===== src/rtl/bbm_pkg.sv =====
package bbm_pkg;

  localparam int unsigned STORE_BYTES_DEF = 131072;
  localparam int unsigned BANK_BYTES_DEF  = 16384;

  localparam int unsigned SUM_W = 18;

  localparam logic [2:0] CMD_SLEEP   = 3'd0;
  localparam logic [2:0] CMD_ACK     = 3'd1;
  localparam logic [2:0] CMD_LINE0   = 3'd2;
  localparam logic [2:0] CMD_LINE2   = 3'd3;
  localparam logic [2:0] CMD_LINE3   = 3'd4;
  localparam logic [2:0] CMD_WRITE   = 3'd5;
  localparam logic [2:0] CMD_READ    = 3'd6;
  localparam logic [2:0] CMD_PRELOAD = 3'd7;

  localparam logic [2:0] MODEL_4K    = 3'd0;
  localparam logic [2:0] MODEL_8K    = 3'd1;
  localparam logic [2:0] MODEL_16K   = 3'd2;
  localparam logic [2:0] MODEL_16K_R = 3'd3;
  localparam logic [2:0] MODEL_2BANK = 3'd4;
  localparam logic [2:0] MODEL_8BANK = 3'd5;
  localparam logic [2:0] MODEL_ROM   = 3'd6;

  localparam logic [1:0] REG_MODEL   = 2'd0;
  localparam logic [1:0] REG_ROM_SW  = 2'd1;
  localparam logic [1:0] REG_ROM_OFS = 2'd2;

  localparam logic [4:0] DEST_MAIN = 5'd0;
  localparam logic [4:0] DEST_ALT  = 5'd30;

  localparam logic [16:0] ADDR_ROM_LO = 17'h04000;
  localparam logic [16:0] ADDR_WIN_LO = 17'h08000;
  localparam logic [16:0] ADDR_END_4K = 17'h09000;
  localparam logic [16:0] ADDR_END_8K = 17'h0A000;
  localparam logic [16:0] ADDR_END_16 = 17'h0C000;

  localparam logic [7:0] ID_RAM     = 8'hFB;
  localparam logic [7:0] ID_ROM     = 8'hF7;
  localparam logic [7:0] LINE3_BYTE = 8'hFF;
  localparam logic [7:0] SEL_ROM_SW = 8'd128;
  localparam logic [7:0] FILL_BYTE  = 8'h7F;

  typedef struct packed {
    logic       drive;
    logic [2:0] func;
    logic [7:0] dout;
    logic       mem_we;
    logic       mem_re;
    logic       sel_we;
    logic       powered;
    logic [2:0] bank;
  } act_t;

endpackage


===== src/rtl/bbm_decode.sv =====
module bbm_decode #(
  parameter int unsigned STORE_BYTES = bbm_pkg::STORE_BYTES_DEF,
  parameter int unsigned BANK_BYTES  = bbm_pkg::BANK_BYTES_DEF,
  localparam int unsigned AW         = $clog2(STORE_BYTES)
) (
  input  logic [2:0]       cmd_i,
  input  logic [4:0]       dest_i,
  input  logic             is_write_i,
  input  logic [16:0]      addr_i,
  input  logic [7:0]       data_in_i,
  input  logic [2:0]       model_i,
  input  logic             rom_sw_i,
  input  logic [8:0]       rom_ofs_i,
  input  logic             powered_i,
  input  logic [2:0]       bank_i,
  output bbm_pkg::act_t    act_o,
  output logic [AW-1:0]    mem_addr_o
);

  localparam int unsigned SW = bbm_pkg::SUM_W;
  localparam logic [SW-1:0] BANK_W = SW'(BANK_BYTES);

  logic [16:0]   win_end;
  logic          in_win;
  logic          in_rom;
  logic          banked;
  logic [SW-1:0] bank_base;
  logic [SW-1:0] win_idx;
  logic [SW-1:0] ofs_idx;
  logic [SW-1:0] car_idx;
  logic          sel_pwr;
  logic [2:0]    sel_bank;

  always_comb begin
    unique case (model_i)
      bbm_pkg::MODEL_4K:    win_end = bbm_pkg::ADDR_END_4K;
      bbm_pkg::MODEL_8K:    win_end = bbm_pkg::ADDR_END_8K;
      bbm_pkg::MODEL_16K,
      bbm_pkg::MODEL_16K_R,
      bbm_pkg::MODEL_2BANK,
      bbm_pkg::MODEL_8BANK: win_end = bbm_pkg::ADDR_END_16;
      default:              win_end = '0;
    endcase
  end

  assign in_win    = (addr_i >= bbm_pkg::ADDR_WIN_LO) && (addr_i < win_end);
  assign in_rom    = (addr_i >= bbm_pkg::ADDR_ROM_LO) && (addr_i < bbm_pkg::ADDR_WIN_LO);
  assign banked    = (model_i == bbm_pkg::MODEL_2BANK) || (model_i == bbm_pkg::MODEL_8BANK);
  assign bank_base = SW'(bank_i) * BANK_W;
  assign win_idx   = {1'b0, addr_i} - {1'b0, bbm_pkg::ADDR_WIN_LO}
                   + (banked ? bank_base : '0);
  assign ofs_idx   = {1'b0, addr_i} - {1'b0, bbm_pkg::ADDR_ROM_LO} + SW'(rom_ofs_i);
  assign car_idx   = {1'b0, addr_i} - {1'b0, bbm_pkg::ADDR_ROM_LO} + bank_base;

  always_comb begin
    sel_pwr  = 1'b0;
    sel_bank = '0;
    if (rom_sw_i) begin
      sel_pwr = (data_in_i == bbm_pkg::SEL_ROM_SW);
    end else begin
      for (int i = 0; i < 8; i++) begin
        if (data_in_i == 8'(1 << i)) begin
          if (model_i == bbm_pkg::MODEL_ROM) begin
            sel_pwr  = 1'b1;
            sel_bank = 3'(7 - i);
          end else if (i == 0 || (i == 1 && model_i == bbm_pkg::MODEL_2BANK)
                       || model_i == bbm_pkg::MODEL_8BANK) begin
            sel_pwr  = 1'b1;
            sel_bank = 3'(i);
          end
        end
      end
    end
  end

  always_comb begin
    act_o        = '0;
    act_o.func   = cmd_i;
    act_o.dout   = data_in_i;
    mem_addr_o   = addr_i[AW-1:0];
    if (cmd_i == bbm_pkg::CMD_PRELOAD) begin
      act_o.mem_we = 1'b1;
    end else if (cmd_i == bbm_pkg::CMD_SLEEP
                 || (dest_i != bbm_pkg::DEST_MAIN && dest_i != bbm_pkg::DEST_ALT)) begin
      act_o.drive = 1'b0;
    end else if (cmd_i == bbm_pkg::CMD_LINE0 && !is_write_i) begin
      act_o.drive = 1'b1;
      act_o.func  = bbm_pkg::CMD_READ;
      act_o.dout  = (rom_sw_i || model_i == bbm_pkg::MODEL_ROM) ? bbm_pkg::ID_ROM
                                                                : bbm_pkg::ID_RAM;
    end else if (cmd_i == bbm_pkg::CMD_LINE2 && is_write_i) begin
      act_o.sel_we  = 1'b1;
      act_o.powered = sel_pwr;
      act_o.bank    = sel_bank;
      if (sel_pwr) begin
        act_o.drive = 1'b1;
        act_o.func  = bbm_pkg::CMD_READ;
        act_o.dout  = '0;
      end
    end else if (powered_i) begin
      act_o.drive = 1'b1;
      unique case (cmd_i)
        bbm_pkg::CMD_WRITE: begin
          act_o.mem_we = in_win;
          mem_addr_o   = win_idx[AW-1:0];
        end
        bbm_pkg::CMD_READ: begin
          if (model_i == bbm_pkg::MODEL_16K_R && rom_sw_i && in_rom) begin
            act_o.func   = bbm_pkg::CMD_ACK;
            act_o.mem_re = 1'b1;
            mem_addr_o   = ofs_idx[AW-1:0];
          end else if (model_i == bbm_pkg::MODEL_ROM) begin
            if (in_rom) begin
              act_o.func   = bbm_pkg::CMD_ACK;
              act_o.mem_re = 1'b1;
              mem_addr_o   = car_idx[AW-1:0];
            end
          end else if (in_win) begin
            act_o.mem_re = 1'b1;
            mem_addr_o   = win_idx[AW-1:0];
          end
        end
        bbm_pkg::CMD_LINE3: begin
          act_o.func = bbm_pkg::CMD_READ;
          act_o.dout = bbm_pkg::LINE3_BYTE;
        end
        default: act_o.drive = 1'b1;
      endcase
    end
  end

endmodule


===== config.mk =====
export PLATFORM = sky130hd
export DESIGN_NAME = bbm_decode
export DESIGN_NICKNAME = d
export VERILOG_FILES = /design/src/rtl/bbm_pkg.sv /design/src/rtl/bbm_decode.sv
export SDC_FILE = /design/constraint.sdc
export NUM_CORES = 1
export LEC_CHECK = 0
export BUFFER_PORTS_ARGS = -buffer_cell sky130_fd_sc_hd__buf_2
export CELL_PAD_IN_SITES_DETAIL_PLACEMENT = 0
export CELL_PAD_IN_SITES_GLOBAL_PLACEMENT = 2
export CORE_MARGIN = 4
export CORE_UTILIZATION = 26
export DETAILED_ROUTE_END_ITERATION = 8
export PLACE_DENSITY = 0.84
export SYNTH_ARGS = -nofsm -noshare
export SYNTH_HDL_FRONTEND = slang
export SYNTH_SLANG_ARGS = --single-unit

===== constraint.sdc =====
create_clock -name vclk -period 3.4
set_clock_uncertainty 0.05 [all_clocks]
set_input_delay 0.34 -clock vclk [all_inputs]
set_output_delay 0.34 -clock vclk [all_outputs]
set_load 0.05 [all_outputs]

==> tab_implementation.tex <==
\begin{tabular}{lr}
\hline
Metric & Value \\
\hline
\multicolumn{2}{l}{\textbf{Power}} \\
\quad Switch Pwr & 0.000220 W \\
\quad Switching fraction of total power & 65.3\% \\
\quad Worst VDD drop & 0.0000441 V \\
\quad Cell-internal power & 0.000117 W \\
\quad Combinational fraction of design power & 100.0\% \\
\quad Leakage Power & 1.09 nW \\
\quad Part of the power in registers & 0\% \\
\quad Clk network pwr share & 0\% \\
\quad Power density cells & 133 mW/mm\^{}2 \\
\multicolumn{2}{l}{\textbf{Synth}} \\
\quad Yosys synthesis warning count & 0 \\
\quad Leading post-synthesis cells by cell area & sky130\_fd\_sc\_hd\_\_ha\_1, sky130\_fd\_sc\_hd\_\_nand2\_1, sky130\_fd\_sc\_hd\_\_nor2\_1 \\
\quad Yosys top cell area share & 12.6\% \\
\quad Most used standard cells in the synthesized netlist & sky130\_fd\_sc\_hd\_\_nand2\_1, sky130\_fd\_sc\_hd\_\_nor2\_1, sky130\_fd\_sc\_hd\_\_ha\_1 \\
\quad Post-synthesis cell count & 295 \\
\quad Dominant cell by count in the synthesized netlist & sky130\_fd\_sc\_hd\_\_nand2\_1 \\
\quad Sequential area share after synthesis & 0\% \\
\quad Cell Area, Synth & 0.00199 sq mm \\
\quad Unique masters post-synth & 63 \\
\quad Library cell with the largest summed area after synthesis & sky130\_fd\_sc\_hd\_\_ha\_1 \\
\quad Average cell area after synthesis & 6.74 sq um \\
\quad Syn\_nets & 368 \\
\multicolumn{2}{l}{\textbf{Timing}} \\
\quad Fmax achieved & 318 MHz \\
\quad Setup TNS & 0 ns \\
\quad Count of endpoints failing setup in the final report & 0 \\
\quad Final critical path time including I/O delays and setup & 3.15 ns \\
\quad Max Transition Viols Final & 0 \\
\quad RSZ-0062 raised after global routing & false \\
\quad Final hold vios & 0 \\
\quad Final cycle utilization of the critical path & 92.5\% \\
\quad Headroom to the max-slew limit & 65.1\% \\
\quad Actual slew at the worst max-slew pin & 0.521 ns \\
\quad Fin Hold WS & 1.02 ns \\
\multicolumn{2}{l}{\textbf{Final layout}} \\
\quad Share of layout cells above drive strength 1 & 29.8\% \\
\quad Final sequential cell count & 0 \\
\quad Area Overhead vs Synth & 27.2\% \\
\quad Antenna diode instance count & 0 \\
\quad Final design instance area without fill & 0.00253 sq mm \\
\quad Number of standard cells in the layout, taps in and fillers out & 475 \\
\quad Filler Cell Count & 816 \\
\quad Clock buffer instance count of the final layout & 0 \\
\quad Final Net Count & 451 \\
\quad Combined flip-flop and latch cell area & 0 sq um \\
\multicolumn{2}{l}{\textbf{Route}} \\
\quad Drt initial violations & 89 \\
\quad Via density per instance & 5.03 \\
\quad Count of nets left with antenna violations after detail routing & 0 \\
\quad DRC & 0 \\
\quad Overall via count from detail\_route & 2,389 \\
\quad First-pass iteration count of the detailed router & 4 \\
\quad Total Wirelength & 6.67 mm \\
\quad Routed wire per std cell & 14.1 um \\
\multicolumn{2}{l}{\textbf{Worst setup path}} \\
\quad Cell with the largest stage delay on the worst path & sky130\_fd\_sc\_hd\_\_or3b\_2 \\
\quad Startpoint type of the worst setup path & input port \\
\quad Kind of cell with the highest combined delay on the critical path & simple AND/OR/NAND/NOR gates \\
\quad Slowest stage delay, CP & 0.46 ns \\
\quad Critical path peak fanout & 9 \\
\quad Most frequent cell on the critical path & sky130\_fd\_sc\_hd\_\_buf\_2 \\
\quad Worst endpoint data arrival time & 2.76 ns \\
\quad Worst-path cell chain & buf\_2, or3b\_2, ha\_1, nand3\_1, o211ai\_1, a2111o\_1, or3\_1, a21o\_1, o211ai\_2, buf\_2 \\
\quad Crit Path Class & input port to output pin \\
\quad Data required time of the critical path & 3.01 ns \\
\quad Nature of the critical path endpoint & output pin \\
\quad Critical path buffer and inverter count & 2 \\
\multicolumn{2}{l}{\textbf{Place}} \\
\quad Total cell area at the placement stage & 0.00253 sq mm \\
\quad IO Port Bufs & 87 \\
\quad HPWL Detailed & 5.75 mm \\
\quad Placed instance count & 475 \\
\quad RD Place Congestion & 0.848 \\
\multicolumn{2}{l}{\textbf{Global routing}} \\
\quad Global-route wire length before repair & 11.1 mm \\
\quad Number of antenna violations at the first check in global routing & 0 \\
\quad Overall track demand over capacity in global routing & 14.6\% \\
\quad Via count of the first global-routing pass & 2,338 \\
\quad Global route total overflow & 0 \\
\quad Maximum number of pins on one net before global-route repair & 12 \\
\multicolumn{2}{l}{\textbf{Die}} \\
\quad Die Outline Area & 0.00910 sq mm \\
\quad Die Height & 95.4 um \\
\quad \# IOs & 87 \\
\quad Die Width & 95.4 um \\
\quad Floorplan Core Area & 0.00733 sq mm \\
\quad Starting density of the core & 27.1\% \\
\quad Row count & 31 \\
\multicolumn{2}{l}{\textbf{CTS}} \\
\quad Post-CTS sizing & 0 \\
\quad Hold\_buf cts & 0 \\
\quad Post-CTS Setup Repair Bufs & 0 \\
\multicolumn{2}{l}{\textbf{Worst hold path}} \\
\quad Class of the worst hold path & input port to output pin \\
\multicolumn{2}{l}{\textbf{Run}} \\
\quad Max-cap viol count & 0 \\
\multicolumn{2}{l}{\textbf{Run status}} \\
\quad Result of the run & finished clean \\
\hline
\end{tabular}
-- placed cells by master (no fill, tap or decap), types with 2 or more instances in the layout --
master	n
sky130_fd_sc_hd__fa_1	2
sky130_fd_sc_hd__nand4b_1	4
sky130_fd_sc_hd__mux2_1	2
sky130_fd_sc_hd__a31oi_1	5
sky130_fd_sc_hd__o22ai_1	6
sky130_fd_sc_hd__nor3_1	5
sky130_fd_sc_hd__nor2b_1	7
sky130_fd_sc_hd__nand3_1	16
sky130_fd_sc_hd__nand2_1	34
sky130_fd_sc_hd__a22oi_1	2
sky130_fd_sc_hd__a21oi_1	19
sky130_fd_sc_hd__a21o_1	2
sky130_fd_sc_hd__nor4_2	4
sky130_fd_sc_hd__or3_1	3
sky130_fd_sc_hd__inv_1	13
sky130_fd_sc_hd__nor3_2	2
sky130_fd_sc_hd__xnor2_1	9
sky130_fd_sc_hd__o21ai_0	10
sky130_fd_sc_hd__o211ai_1	4
sky130_fd_sc_hd__o21a_1	3
sky130_fd_sc_hd__ha_1	20
sky130_fd_sc_hd__buf_4	4
sky130_fd_sc_hd__a2111o_1	2
sky130_fd_sc_hd__xor2_1	13
sky130_fd_sc_hd__nand2b_1	6
sky130_fd_sc_hd__o2111ai_1	4
sky130_fd_sc_hd__inv_2	2
sky130_fd_sc_hd__o21ai_1	9
sky130_fd_sc_hd__a2bb2oi_1	3
sky130_fd_sc_hd__nor2_1	32
sky130_fd_sc_hd__and2_1	5
sky130_fd_sc_hd__nor4_4	2
sky130_fd_sc_hd__nand4_1	4
sky130_fd_sc_hd__nor4_1	2
sky130_fd_sc_hd__nor3b_2	2
sky130_fd_sc_hd__buf_2	87
sky130_fd_sc_hd__nand3b_1	3
-- routing by layer --
metal  GRT usage, %  part of all wire [%]  wire, um
met1           20.7                    49      3260
met2           25.8                    47      3160
met3          0.474                   3.8       256
met4          0.474                     0         0
met5              0                     0         0
-- per-stage QoR --
step / util, % / setup WS [ns] / total power, W
detailed placement: 34.5 / 0.257 / 0.000338
global placement: 34.5 / 0.257 / 0.000336
finish: 34.5 / 0.255 / 0.000337
global route: 34.5 / 0.0236 / 0.000372
CTS: 34.5 / 0.246 / 0.000339
floorplan: - / 0.0703 / 0.000234
-- final timing paths --
path              to  slack (ns)  cells after the start       start
min   mem_addr_o[11]        1.02                      3  addr_i[11]
max   mem_addr_o[16]        0.25                     10  model_i[0]
-- layout make-up --
cell class                      count  area [sq um]  share of cell area, %
Timing Repair Buffer               91           465                   18.4
Inverter                           16          60.1                   2.38
Tap cell                           99           124                   4.90
Multi-Input combinational cell    269          1880                   74.3
-- kinds of logic after synthesis --
group / Yosys count / share of synthesized area (%)
and+or+nand+nor: 142 / 40.8
AOI/OAI and AO/OA: 80 / 27.3
buffers and inverters: 26 / 5.98
xor gates and xnor gates: 22 / 9.70
adders and majority gates: 22 / 14.6
muxes: 3 / 1.64
-- power by group through the flow --
stage	registers, W	logic, W	clock network, W
after floorplan	0	0.000234	0
after global placement	0	0.000336	0
after detailed placement	0	0.000338	0
after CTS	0	0.000339	0
after global routing	0	0.000372	0
final	0	0.000337	0
(Power assumes the default switching activity.)
